File: config.mk
export PLATFORM = sky130hd
export DESIGN_NAME = md5_hash_engine
export DESIGN_NICKNAME = d
export VERILOG_FILES = /design/src/rtl/md5_pkg.sv /design/src/rtl/md5_ram.sv /design/src/rtl/md5_round.sv /design/src/rtl/md5_hash_engine.sv
export SDC_FILE = /design/constraint.sdc
export NUM_CORES = 2
export LEC_CHECK = 0
export BUFFER_PORTS_ARGS = -buffer_cell sky130_fd_sc_hd__buf_2
export CORE_MARGIN = 3
export CORE_UTILIZATION = 35
export DETAILED_ROUTE_END_ITERATION = 8
export GPL_TIMING_DRIVEN = 1
export PLACE_DENSITY = 0.47
export SYNTH_ARGS = -nofsm -noshare
export SYNTH_HDL_FRONTEND = slang
export SYNTH_SLANG_ARGS = --single-unit
File: constraint.sdc
create_clock -name clk -period 12.96 [get_ports clk]
set_input_delay 2.592 -clock clk [delete_from_list [all_inputs] [get_ports clk]]
set_output_delay 2.592 -clock clk [all_outputs]
set_load 0.02 [all_outputs]
File: src/rtl/md5_pkg.sv
// md5 engine package: types, constants and round tables
package md5_pkg;

	localparam logic [31:0] IV_A = 32'h67452301;
	localparam logic [31:0] IV_B = 32'hefcdab89;
	localparam logic [31:0] IV_C = 32'h98badcfe;
	localparam logic [31:0] IV_D = 32'h10325476;
	localparam logic [7:0] PAD_BYTE = 8'h80;
	localparam logic CMD_APPEND = 1'b0;
	localparam logic CMD_FINISH = 1'b1;

	typedef enum logic [2:0] {
		ST_IDLE,
		ST_PAD,
		ST_LEN,
		ST_ROUND,
		ST_ADD,
		ST_EMIT
	} state_t;

	function automatic logic [31:0] round_k(input logic [5:0] i);
		logic [31:0] k;
		unique case (i)
			6'd0: k = 32'hd76aa478; 6'd1: k = 32'he8c7b756; 6'd2: k = 32'h242070db;
			6'd3: k = 32'hc1bdceee; 6'd4: k = 32'hf57c0faf; 6'd5: k = 32'h4787c62a;
			6'd6: k = 32'ha8304613; 6'd7: k = 32'hfd469501; 6'd8: k = 32'h698098d8;
			6'd9: k = 32'h8b44f7af; 6'd10: k = 32'hffff5bb1; 6'd11: k = 32'h895cd7be;
			6'd12: k = 32'h6b901122; 6'd13: k = 32'hfd987193; 6'd14: k = 32'ha679438e;
			6'd15: k = 32'h49b40821; 6'd16: k = 32'hf61e2562; 6'd17: k = 32'hc040b340;
			6'd18: k = 32'h265e5a51; 6'd19: k = 32'he9b6c7aa; 6'd20: k = 32'hd62f105d;
			6'd21: k = 32'h02441453; 6'd22: k = 32'hd8a1e681; 6'd23: k = 32'he7d3fbc8;
			6'd24: k = 32'h21e1cde6; 6'd25: k = 32'hc33707d6; 6'd26: k = 32'hf4d50d87;
			6'd27: k = 32'h455a14ed; 6'd28: k = 32'ha9e3e905; 6'd29: k = 32'hfcefa3f8;
			6'd30: k = 32'h676f02d9; 6'd31: k = 32'h8d2a4c8a; 6'd32: k = 32'hfffa3942;
			6'd33: k = 32'h8771f681; 6'd34: k = 32'h6d9d6122; 6'd35: k = 32'hfde5380c;
			6'd36: k = 32'ha4beea44; 6'd37: k = 32'h4bdecfa9; 6'd38: k = 32'hf6bb4b60;
			6'd39: k = 32'hbebfbc70; 6'd40: k = 32'h289b7ec6; 6'd41: k = 32'heaa127fa;
			6'd42: k = 32'hd4ef3085; 6'd43: k = 32'h04881d05; 6'd44: k = 32'hd9d4d039;
			6'd45: k = 32'he6db99e5; 6'd46: k = 32'h1fa27cf8; 6'd47: k = 32'hc4ac5665;
			6'd48: k = 32'hf4292244; 6'd49: k = 32'h432aff97; 6'd50: k = 32'hab9423a7;
			6'd51: k = 32'hfc93a039; 6'd52: k = 32'h655b59c3; 6'd53: k = 32'h8f0ccc92;
			6'd54: k = 32'hffeff47d; 6'd55: k = 32'h85845dd1; 6'd56: k = 32'h6fa87e4f;
			6'd57: k = 32'hfe2ce6e0; 6'd58: k = 32'ha3014314; 6'd59: k = 32'h4e0811a1;
			6'd60: k = 32'hf7537e82; 6'd61: k = 32'hbd3af235; 6'd62: k = 32'h2ad7d2bb;
			default: k = 32'heb86d391;
		endcase
		return k;
	endfunction

	function automatic logic [4:0] round_s(input logic [5:0] i);
		logic [4:0] s;
		unique case ({i[5:4], i[1:0]})
			4'd0: s = 5'd7; 4'd1: s = 5'd12; 4'd2: s = 5'd17; 4'd3: s = 5'd22;
			4'd4: s = 5'd5; 4'd5: s = 5'd9; 4'd6: s = 5'd14; 4'd7: s = 5'd20;
			4'd8: s = 5'd4; 4'd9: s = 5'd11; 4'd10: s = 5'd16; 4'd11: s = 5'd23;
			4'd12: s = 5'd6; 4'd13: s = 5'd10; 4'd14: s = 5'd15;
			default: s = 5'd21;
		endcase
		return s;
	endfunction

	function automatic logic [3:0] round_g(input logic [5:0] i);
		logic [3:0] g;
		unique case (i[5:4])
			2'd0: g = i[3:0];
			2'd1: g = 4'(5 * i[3:0] + 1);
			2'd2: g = 4'(3 * i[3:0] + 5);
			default: g = 4'(7 * i[3:0]);
		endcase
		return g;
	endfunction

endpackage

File: src/rtl/md5_ram.sv
// generic single-port-write ram with registered read
module md5_ram #(
	parameter int Width = 8,
	parameter int Depth = 64
) (
	input  logic                     clk,
	input  logic                     we,
	input  logic [$clog2(Depth)-1:0] waddr,
	input  logic [Width-1:0]         wdata,
	input  logic [$clog2(Depth)-1:0] raddr,
	output logic [Width-1:0]         rdata
);
	logic [Width-1:0] mem [Depth];

	always_ff @(posedge clk) begin
		if (we) begin
			mem[waddr] <= wdata;
		end
		rdata <= mem[raddr];
	end
endmodule

File: src/rtl/md5_round.sv
// one md5 round step on the working registers
module md5_round (
	input  logic [5:0]  idx,
	input  logic [31:0] a,
	input  logic [31:0] b,
	input  logic [31:0] c,
	input  logic [31:0] d,
	input  logic [31:0] w,
	output logic [31:0] b_next
);
	logic [31:0] f;
	logic [31:0] t;
	logic [4:0]  s;

	always_comb begin
		unique case (idx[5:4])
			2'd0: f = (b & c) | (~b & d);
			2'd1: f = (b & d) | (c & ~d);
			2'd2: f = b ^ c ^ d;
			default: f = c ^ (b | ~d);
		endcase
		t = a + f + w + md5_pkg::round_k(idx);
		s = md5_pkg::round_s(idx);
		b_next = b + ((t << s) | (t >> (6'd32 - {1'b0, s})));
	end
endmodule

File: src/rtl/md5_hash_engine.sv
// md5 hash engine top level: block ram, round sequencer and digest output
//
// channel  valid      ready      payload
// in       in_valid   in_ready   cmd, data_byte
// out      out_valid  out_ready  digest_word, word_index, last
//
// an append byte is written straight into the block ram; the 64th byte of a block starts a compression
// of 64 rounds followed by an add, with one word read from the block ram per round
// finish writes the padding one byte a cycle, pausing while a compression runs, then the 8-byte length,
// runs one or two compressions, then emits four words
// reset restores the initial vector and a zero byte count; no clearing pass
// the output register stalls only the emit phase; input waits while busy
module md5_hash_engine (
	input  logic        clk,
	input  logic        arst_n,
	input  logic        in_valid,
	output logic        in_ready,
	input  logic        cmd,
	input  logic [7:0]  data_byte,
	output logic        out_valid,
	input  logic        out_ready,
	output logic [31:0] digest_word,
	output logic [1:0]  word_index,
	output logic        last
);
	md5_pkg::state_t state_q, state_d;

	logic [60:0] count_q, count_d;
	logic [5:0]  ptr_q, ptr_d;
	logic [6:0]  rnd_q, rnd_d;
	logic        fin_q, fin_d;
	logic        lenrun_q, lenrun_d;
	logic [31:0] ha_q, hb_q, hc_q, hd_q;
	logic [31:0] a_q, b_q, c_q, d_q;
	logic [1:0]  oidx_q;
	logic        ovalid_q;

	logic [3:0]  ram_we;
	logic [5:0]  ram_waddr;
	logic [7:0]  ram_wbyte;
	logic [3:0]  ram_raddr;
	logic [31:0] ram_rdata;
	logic [31:0] b_next;
	logic [63:0] bits;
	logic        start_round;
	logic        do_add;
	logic        accept;

	genvar gl;
	for (gl = 0; gl < 4; gl++) begin : g_lane
		md5_ram #(.Width(8), .Depth(16)) u_ram (
			.clk(clk),
			.we(ram_we[gl]),
			.waddr(ram_waddr[5:2]),
			.wdata(ram_wbyte),
			.raddr(ram_raddr),
			.rdata(ram_rdata[8*gl +: 8])
		);
	end

	md5_round u_round (
		.idx(rnd_q[5:0]),
		.a(a_q),
		.b(b_q),
		.c(c_q),
		.d(d_q),
		.w(ram_rdata),
		.b_next(b_next)
	);

	assign bits = {count_q, 3'b000};
	assign in_ready = (state_q == md5_pkg::ST_IDLE);
	assign accept = in_valid && in_ready;

	always_comb begin
		state_d = state_q;
		count_d = count_q;
		ptr_d = ptr_q;
		rnd_d = rnd_q;
		fin_d = fin_q;
		lenrun_d = lenrun_q;
		ram_we = 4'b0000;
		ram_waddr = ptr_q;
		ram_wbyte = 8'h00;
		ram_raddr = md5_pkg::round_g(6'd0);
		start_round = 1'b0;
		do_add = 1'b0;
		unique case (state_q)
			md5_pkg::ST_IDLE: begin
				if (accept) begin
					ram_waddr = count_q[5:0];
					ram_we[count_q[1:0]] = 1'b1;
					if (cmd == md5_pkg::CMD_APPEND) begin
						ram_wbyte = data_byte;
						count_d = count_q + 61'd1;
						if (count_q[5:0] == 6'd63) begin
							fin_d = 1'b0;
							start_round = 1'b1;
							state_d = md5_pkg::ST_ROUND;
						end
					end else begin
						ram_wbyte = md5_pkg::PAD_BYTE;
						fin_d = 1'b1;
						lenrun_d = 1'b0;
						ptr_d = count_q[5:0] + 6'd1;
						if (count_q[5:0] == 6'd63) begin
							start_round = 1'b1;
							state_d = md5_pkg::ST_ROUND;
						end else if (count_q[5:0] == 6'd55) begin
							state_d = md5_pkg::ST_LEN;
						end else begin
							state_d = md5_pkg::ST_PAD;
						end
					end
				end
			end
			md5_pkg::ST_PAD: begin
				ram_we[ptr_q[1:0]] = 1'b1;
				ram_wbyte = 8'h00;
				ptr_d = ptr_q + 6'd1;
				if (!lenrun_q && ptr_q == 6'd55 && count_q[5:0] < 6'd56) begin
					state_d = md5_pkg::ST_LEN;
				end else if (ptr_q == 6'd63) begin
					start_round = 1'b1;
					state_d = md5_pkg::ST_ROUND;
				end else if (lenrun_q && ptr_q == 6'd55) begin
					state_d = md5_pkg::ST_LEN;
				end
			end
			md5_pkg::ST_LEN: begin
				ram_we[ptr_q[1:0]] = 1'b1;
				ram_wbyte = bits[8*ptr_q[2:0] +: 8];
				ptr_d = ptr_q + 6'd1;
				if (ptr_q == 6'd63) begin
					lenrun_d = 1'b1;
					start_round = 1'b1;
					state_d = md5_pkg::ST_ROUND;
				end
			end
			md5_pkg::ST_ROUND: begin
				ram_raddr = md5_pkg::round_g(rnd_q[5:0] + 6'd1);
				rnd_d = rnd_q + 7'd1;
				if (rnd_q == 7'd63) begin
					state_d = md5_pkg::ST_ADD;
				end
			end
			md5_pkg::ST_ADD: begin
				do_add = 1'b1;
				if (!fin_q) begin
					state_d = md5_pkg::ST_IDLE;
				end else if (lenrun_q) begin
					state_d = md5_pkg::ST_EMIT;
				end else begin
					lenrun_d = 1'b1;
					ptr_d = 6'd0;
					state_d = md5_pkg::ST_PAD;
				end
			end
			md5_pkg::ST_EMIT: begin
				if (ovalid_q && out_ready && oidx_q == 2'd3) begin
					count_d = '0;
					state_d = md5_pkg::ST_IDLE;
				end
			end
			default: state_d = md5_pkg::ST_IDLE;
		endcase
		if (start_round) begin
			rnd_d = 7'd0;
		end
	end

	always_ff @(posedge clk or negedge arst_n) begin
		if (!arst_n) begin
			state_q <= md5_pkg::ST_IDLE;
			count_q <= '0;
			ptr_q <= '0;
			rnd_q <= '0;
			fin_q <= 1'b0;
			lenrun_q <= 1'b0;
			ha_q <= md5_pkg::IV_A;
			hb_q <= md5_pkg::IV_B;
			hc_q <= md5_pkg::IV_C;
			hd_q <= md5_pkg::IV_D;
			oidx_q <= '0;
			ovalid_q <= 1'b0;
		end else begin
			state_q <= state_d;
			count_q <= count_d;
			ptr_q <= ptr_d;
			rnd_q <= rnd_d;
			fin_q <= fin_d;
			lenrun_q <= lenrun_d;
			if (do_add) begin
				ha_q <= ha_q + a_q;
				hb_q <= hb_q + b_q;
				hc_q <= hc_q + c_q;
				hd_q <= hd_q + d_q;
				if (fin_q && lenrun_q) begin
					ovalid_q <= 1'b1;
					oidx_q <= 2'd0;
				end
			end else if (ovalid_q && out_ready) begin
				oidx_q <= oidx_q + 2'd1;
				if (oidx_q == 2'd3) begin
					ovalid_q <= 1'b0;
					ha_q <= md5_pkg::IV_A;
					hb_q <= md5_pkg::IV_B;
					hc_q <= md5_pkg::IV_C;
					hd_q <= md5_pkg::IV_D;
				end
			end
		end
	end

	// working registers load at round start, step once per round
	always_ff @(posedge clk) begin
		if (start_round) begin
			a_q <= ha_q;
			b_q <= hb_q;
			c_q <= hc_q;
			d_q <= hd_q;
		end else if (state_q == md5_pkg::ST_ROUND) begin
			a_q <= d_q;
			d_q <= c_q;
			c_q <= b_q;
			b_q <= b_next;
		end
	end

	assign out_valid = ovalid_q;
	assign word_index = oidx_q;
	assign last = (oidx_q == 2'd3);

	always_comb begin
		unique case (oidx_q)
			2'd0: digest_word = ha_q;
			2'd1: digest_word = hb_q;
			2'd2: digest_word = hc_q;
			default: digest_word = hd_q;
		endcase
	end
endmodule
==> impl_summary.md <==
Worst setup path
The worst register-to-register path begins at rnd_q[1]. Data arrives at the worst endpoint at 11420 ps. The path type of the worst setup path is register to register. For the worst flop-to-flop path, the logic depth is 37. STA classifies the critical path endpoint as a register. The longest individual stage delay on the worst path is 860 ps. The end of the worst register-to-register path is b_q[31].

The register-to-register setup slack is 2130 ps. The biggest fanout along the worst timing path is 16. The required time of the critical path is 13550 ps. The critical path starts at rnd_q[1]. The end point of the critical path is b_q[31]. The slowest stage of the critical path belongs to the cell sky130_fd_sc_hd__nor2_1. The startpoint type of the worst setup path is a register.

Hold path
The cell depth of the worst min-delay path is 2. The worst hold path class is register to register.

Timing
At the pin with the least slew margin, the transition time is 1346 ps. The aggregate negative setup slack is 0 ps. In the finished design, the share of the clock period the worst path needs comes to 83.57%. The worst pin sits at a relative slew slack of 9.480%.

The peak clock frequency supported by timing is 92.33 MHz. The total count of max-transition violations in the final report is 0. Setup repair after global routing left no endpoint under its margin. The final worst clock skew is 120.4 ps. The number of failing hold endpoints at the final stage is 0. The clock period minus worst slack is 10830 ps. Setup violations remaining at the end of the flow were counted as 0.

The final worst slack is 2129 ps.

Cells and area
The most common cell after layout, fill and taps aside is sky130_fd_sc_hd__nand2_1. After filler insertion, the fill cell instance count of the layout stands at 15870. The post-layout net count is 6030. The top cell types in the final layout, fill and taps aside, are sky130_fd_sc_hd__nand2_1, sky130_fd_sc_hd__edfxtp_1, sky130_fd_sc_hd__nor2_1. The flip-flop count of the largest register after layout is 512. The multi-input combinational cells in the finished layout cover a total of 0.02863 sq mm. The area used by sequential logic in the layout is 0.02521 sq mm. Counting flops per register, the top entry is g_lane.u_ram.mem. In the final layout, the share of cells above drive strength 1 is 8.903%.

In the final layout, the registers with the most flip-flops are g_lane.u_ram.mem x512, count_q x61. The area growth from synthesis to layout is 10.26%.

Detailed routing
The total length of routed wires is 199.3 mm. The total via count in the routed design is 45280. The first detailed-routing pass ran for 7 iterations. The detail-routed via count per cell is 5.738. In the final routed layout, each cell accounts on average for 25.25 um. The first routing iteration left 4014 violations. The detail route stage leaves a number of antenna-violating nets equal to 0. In the routed design, unresolved DRC markers number 0.

Global routing
The number of antenna violations at the first check in global routing was 2. The number of global-route vias before repair came to 43780. Summed over all layers, the global routing overflow is 0. The largest net degree at the start of global routing is 146.

The first global-routing pass estimated 295.9 mm of wire. The total routing resource utilization after global routing is 23.79%.

Clock network
The clock passes through at most 3 buffers. The later pin in the worst-skew pair is clocked with a latency of 770 ps. TritonCTS built the clock tree.

Gates resized during post-CTS repair numbered 0. The number of hold buffers added after CTS was 0. For this design, the sink count on the clock tree is 882. The register clock-pin slew on the reported worst setup and hold paths is 60 ps. The clock buffer count from CTS is 103. The total setup buffers inserted after CTS is 0. The cell at the root of the clock tree is sky130_fd_sc_hd__clkbuf_16. The total number of H-tree levels is 3.

Floorplan
The area enclosed by the die boundary is 0.1645 sq mm. The area of the core is 0.1586 sq mm. The row count is 146.

Once the floorplan was initialized, standard cells occupied 35.25% of the core. The die height is 405.6 um. The horizontal die dimension is 405.6 um.

50 I/O pins were placed.

Yosys
By area the synthesized netlist is led by sky130_fd_sc_hd__edfxtp_1, sky130_fd_sc_hd__dfrtp_1, sky130_fd_sc_hd__nand2_1. In this run, synthesis produced a sequential element count of 882. In this run the cell area of the synthesized design comes to 0.05589 sq mm. Synthesis produced a netlist whose cell count is 5850. Synthesis instantiated 104 different standard cells from the library. The net count after synthesis is 6151.

The post-synthesis area per instance is 9.554 sq um. After synthesis, the largest area contributor takes up 34.38% of total cell area. The fraction of registers with async set/reset is 23.81%. The dominant register cell in the synthesized netlist is sky130_fd_sc_hd__edfxtp_1. The cell type contributing the most total cell area after synthesis is sky130_fd_sc_hd__edfxtp_1. Yosys printed 0 warnings. For this run, the register share of the synthesized area comes to 45.08%.

The number of synthesized flops with an enable pin is 640.

Place
The routability-driven placement congestion ratio is 0.9858. The wire-length estimate of the detail-placed layout is 138.6 mm. The count of buffers added on input and output ports is 49.

Prior to clock tree synthesis, the placed netlist has a worst setup slack of 2400 ps.

Status
The run finished with clean final reports.

Run
The tool flagged a number of max-cap violations equal to 0.
==> Yosys cell counts, drive strengths merged, types with 17 or more instances <==
cell / instances
o221ai: 18
fa: 67
and2: 153
nor3: 72
a222oi: 32
edfxtp: 640
a21oi: 404
clkbuf: 297
mux2: 18
a21o: 97
or3: 24
nand3: 129
dfrtp: 146
mux2i: 94
o31ai: 33
o21ai: 377
xnor2: 155
mux4: 32
a311oi: 74
nand2: 913
xor2: 124
dfstp: 64
nand4: 20
o211ai: 108
dfxtp: 32
inv: 229
nor2: 440
o21bai: 30
o22ai: 26
a31oi: 94
and3: 39
ha: 221
nand2b: 37
a211oi: 224
buf: 69
or2: 44
a22oi: 28
nor2b: 17
o21a: 21
==> worst min path at each step <==
stage,from,end,slack [ps]
2_1_floorplan,hc_q[31],hc_q[31],470
3_3_place_gp,hc_q[31],hc_q[31],500
3_5_place_dp,hc_q[31],hc_q[31],500
4_1_cts,hc_q[31],hc_q[31],510
5_1_grt,ha_q[26],ha_q[26],540
6_report,hc_q[31],hc_q[31],510
==> through the flow <==
step	cells	hold WS (ps)	instance area, sq um	utilization (%)
after floorplan	5850	471.7	55890	-
after global placement	7696	496.6	58250	36.74
after detailed placement	7696	500.6	58250	36.74
after CTS	7890	512.8	61630	38.87
after global routing	7890	537.9	61630	38.87
final	7891	514.7	61630	38.87
==> metal layers <==
| layer | vias to the layer above | share of wire [%] | track usage (%) |
|---|---|---|---|
| li1 | 21190 | - | - |
| met5 | - | 0.020 | 0 |
| met1 | 22530 | 46 | 33.79 |
| met3 | 264 | 4.8 | 3.015 |
| met4 | 6 | 2.4 | 5.852 |
| met2 | 1293 | 46 | 38.45 |
==> cell families after synthesis <==
family / count (synthesis) / synth area share [%]
AOI/OAI and AO/OA: 1724 / 20.35
buffers and inverters: 595 / 4.088
DFF: 882 / 45.08
adders and majority gates: 288 / 7.347
muxes: 144 / 3.335
and+or+nand+nor: 1937 / 15.38
xor gates and xnor gates: 280 / 4.426
==> layout make-up <==
class / count / share of cell area (%)
clock buffer: 137 / 4.438
clock inverter: 57 / 1.044
multi-input combinational: 4373 / 46.45
antenna: 1 / 0.004060
tap: 2072 / 4.207
inverter: 229 / 1.399
sequential: 882 / 40.90
timing repair buffer: 140 / 1.563
==> worst max-delay path: cells and delay by family, from the launching register on <==
| kind | cells | cell delay [ps] |
|---|---|---|
| DFF | 1 | 390 |
| muxes | 3 | 1050 |
| buffers and inverters | 2 | 280 |
| xor gates and xnor gates | 2 | 750 |
| and+or+nand+nor | 8 | 1780 |
| adders and majority gates | 5 | 2370 |
| AOI/OAI and AO/OA | 17 | 4030 |
Power is not shown: default switching activity piles up to over one toggle a cycle in this logic, so the estimate is an artifact.
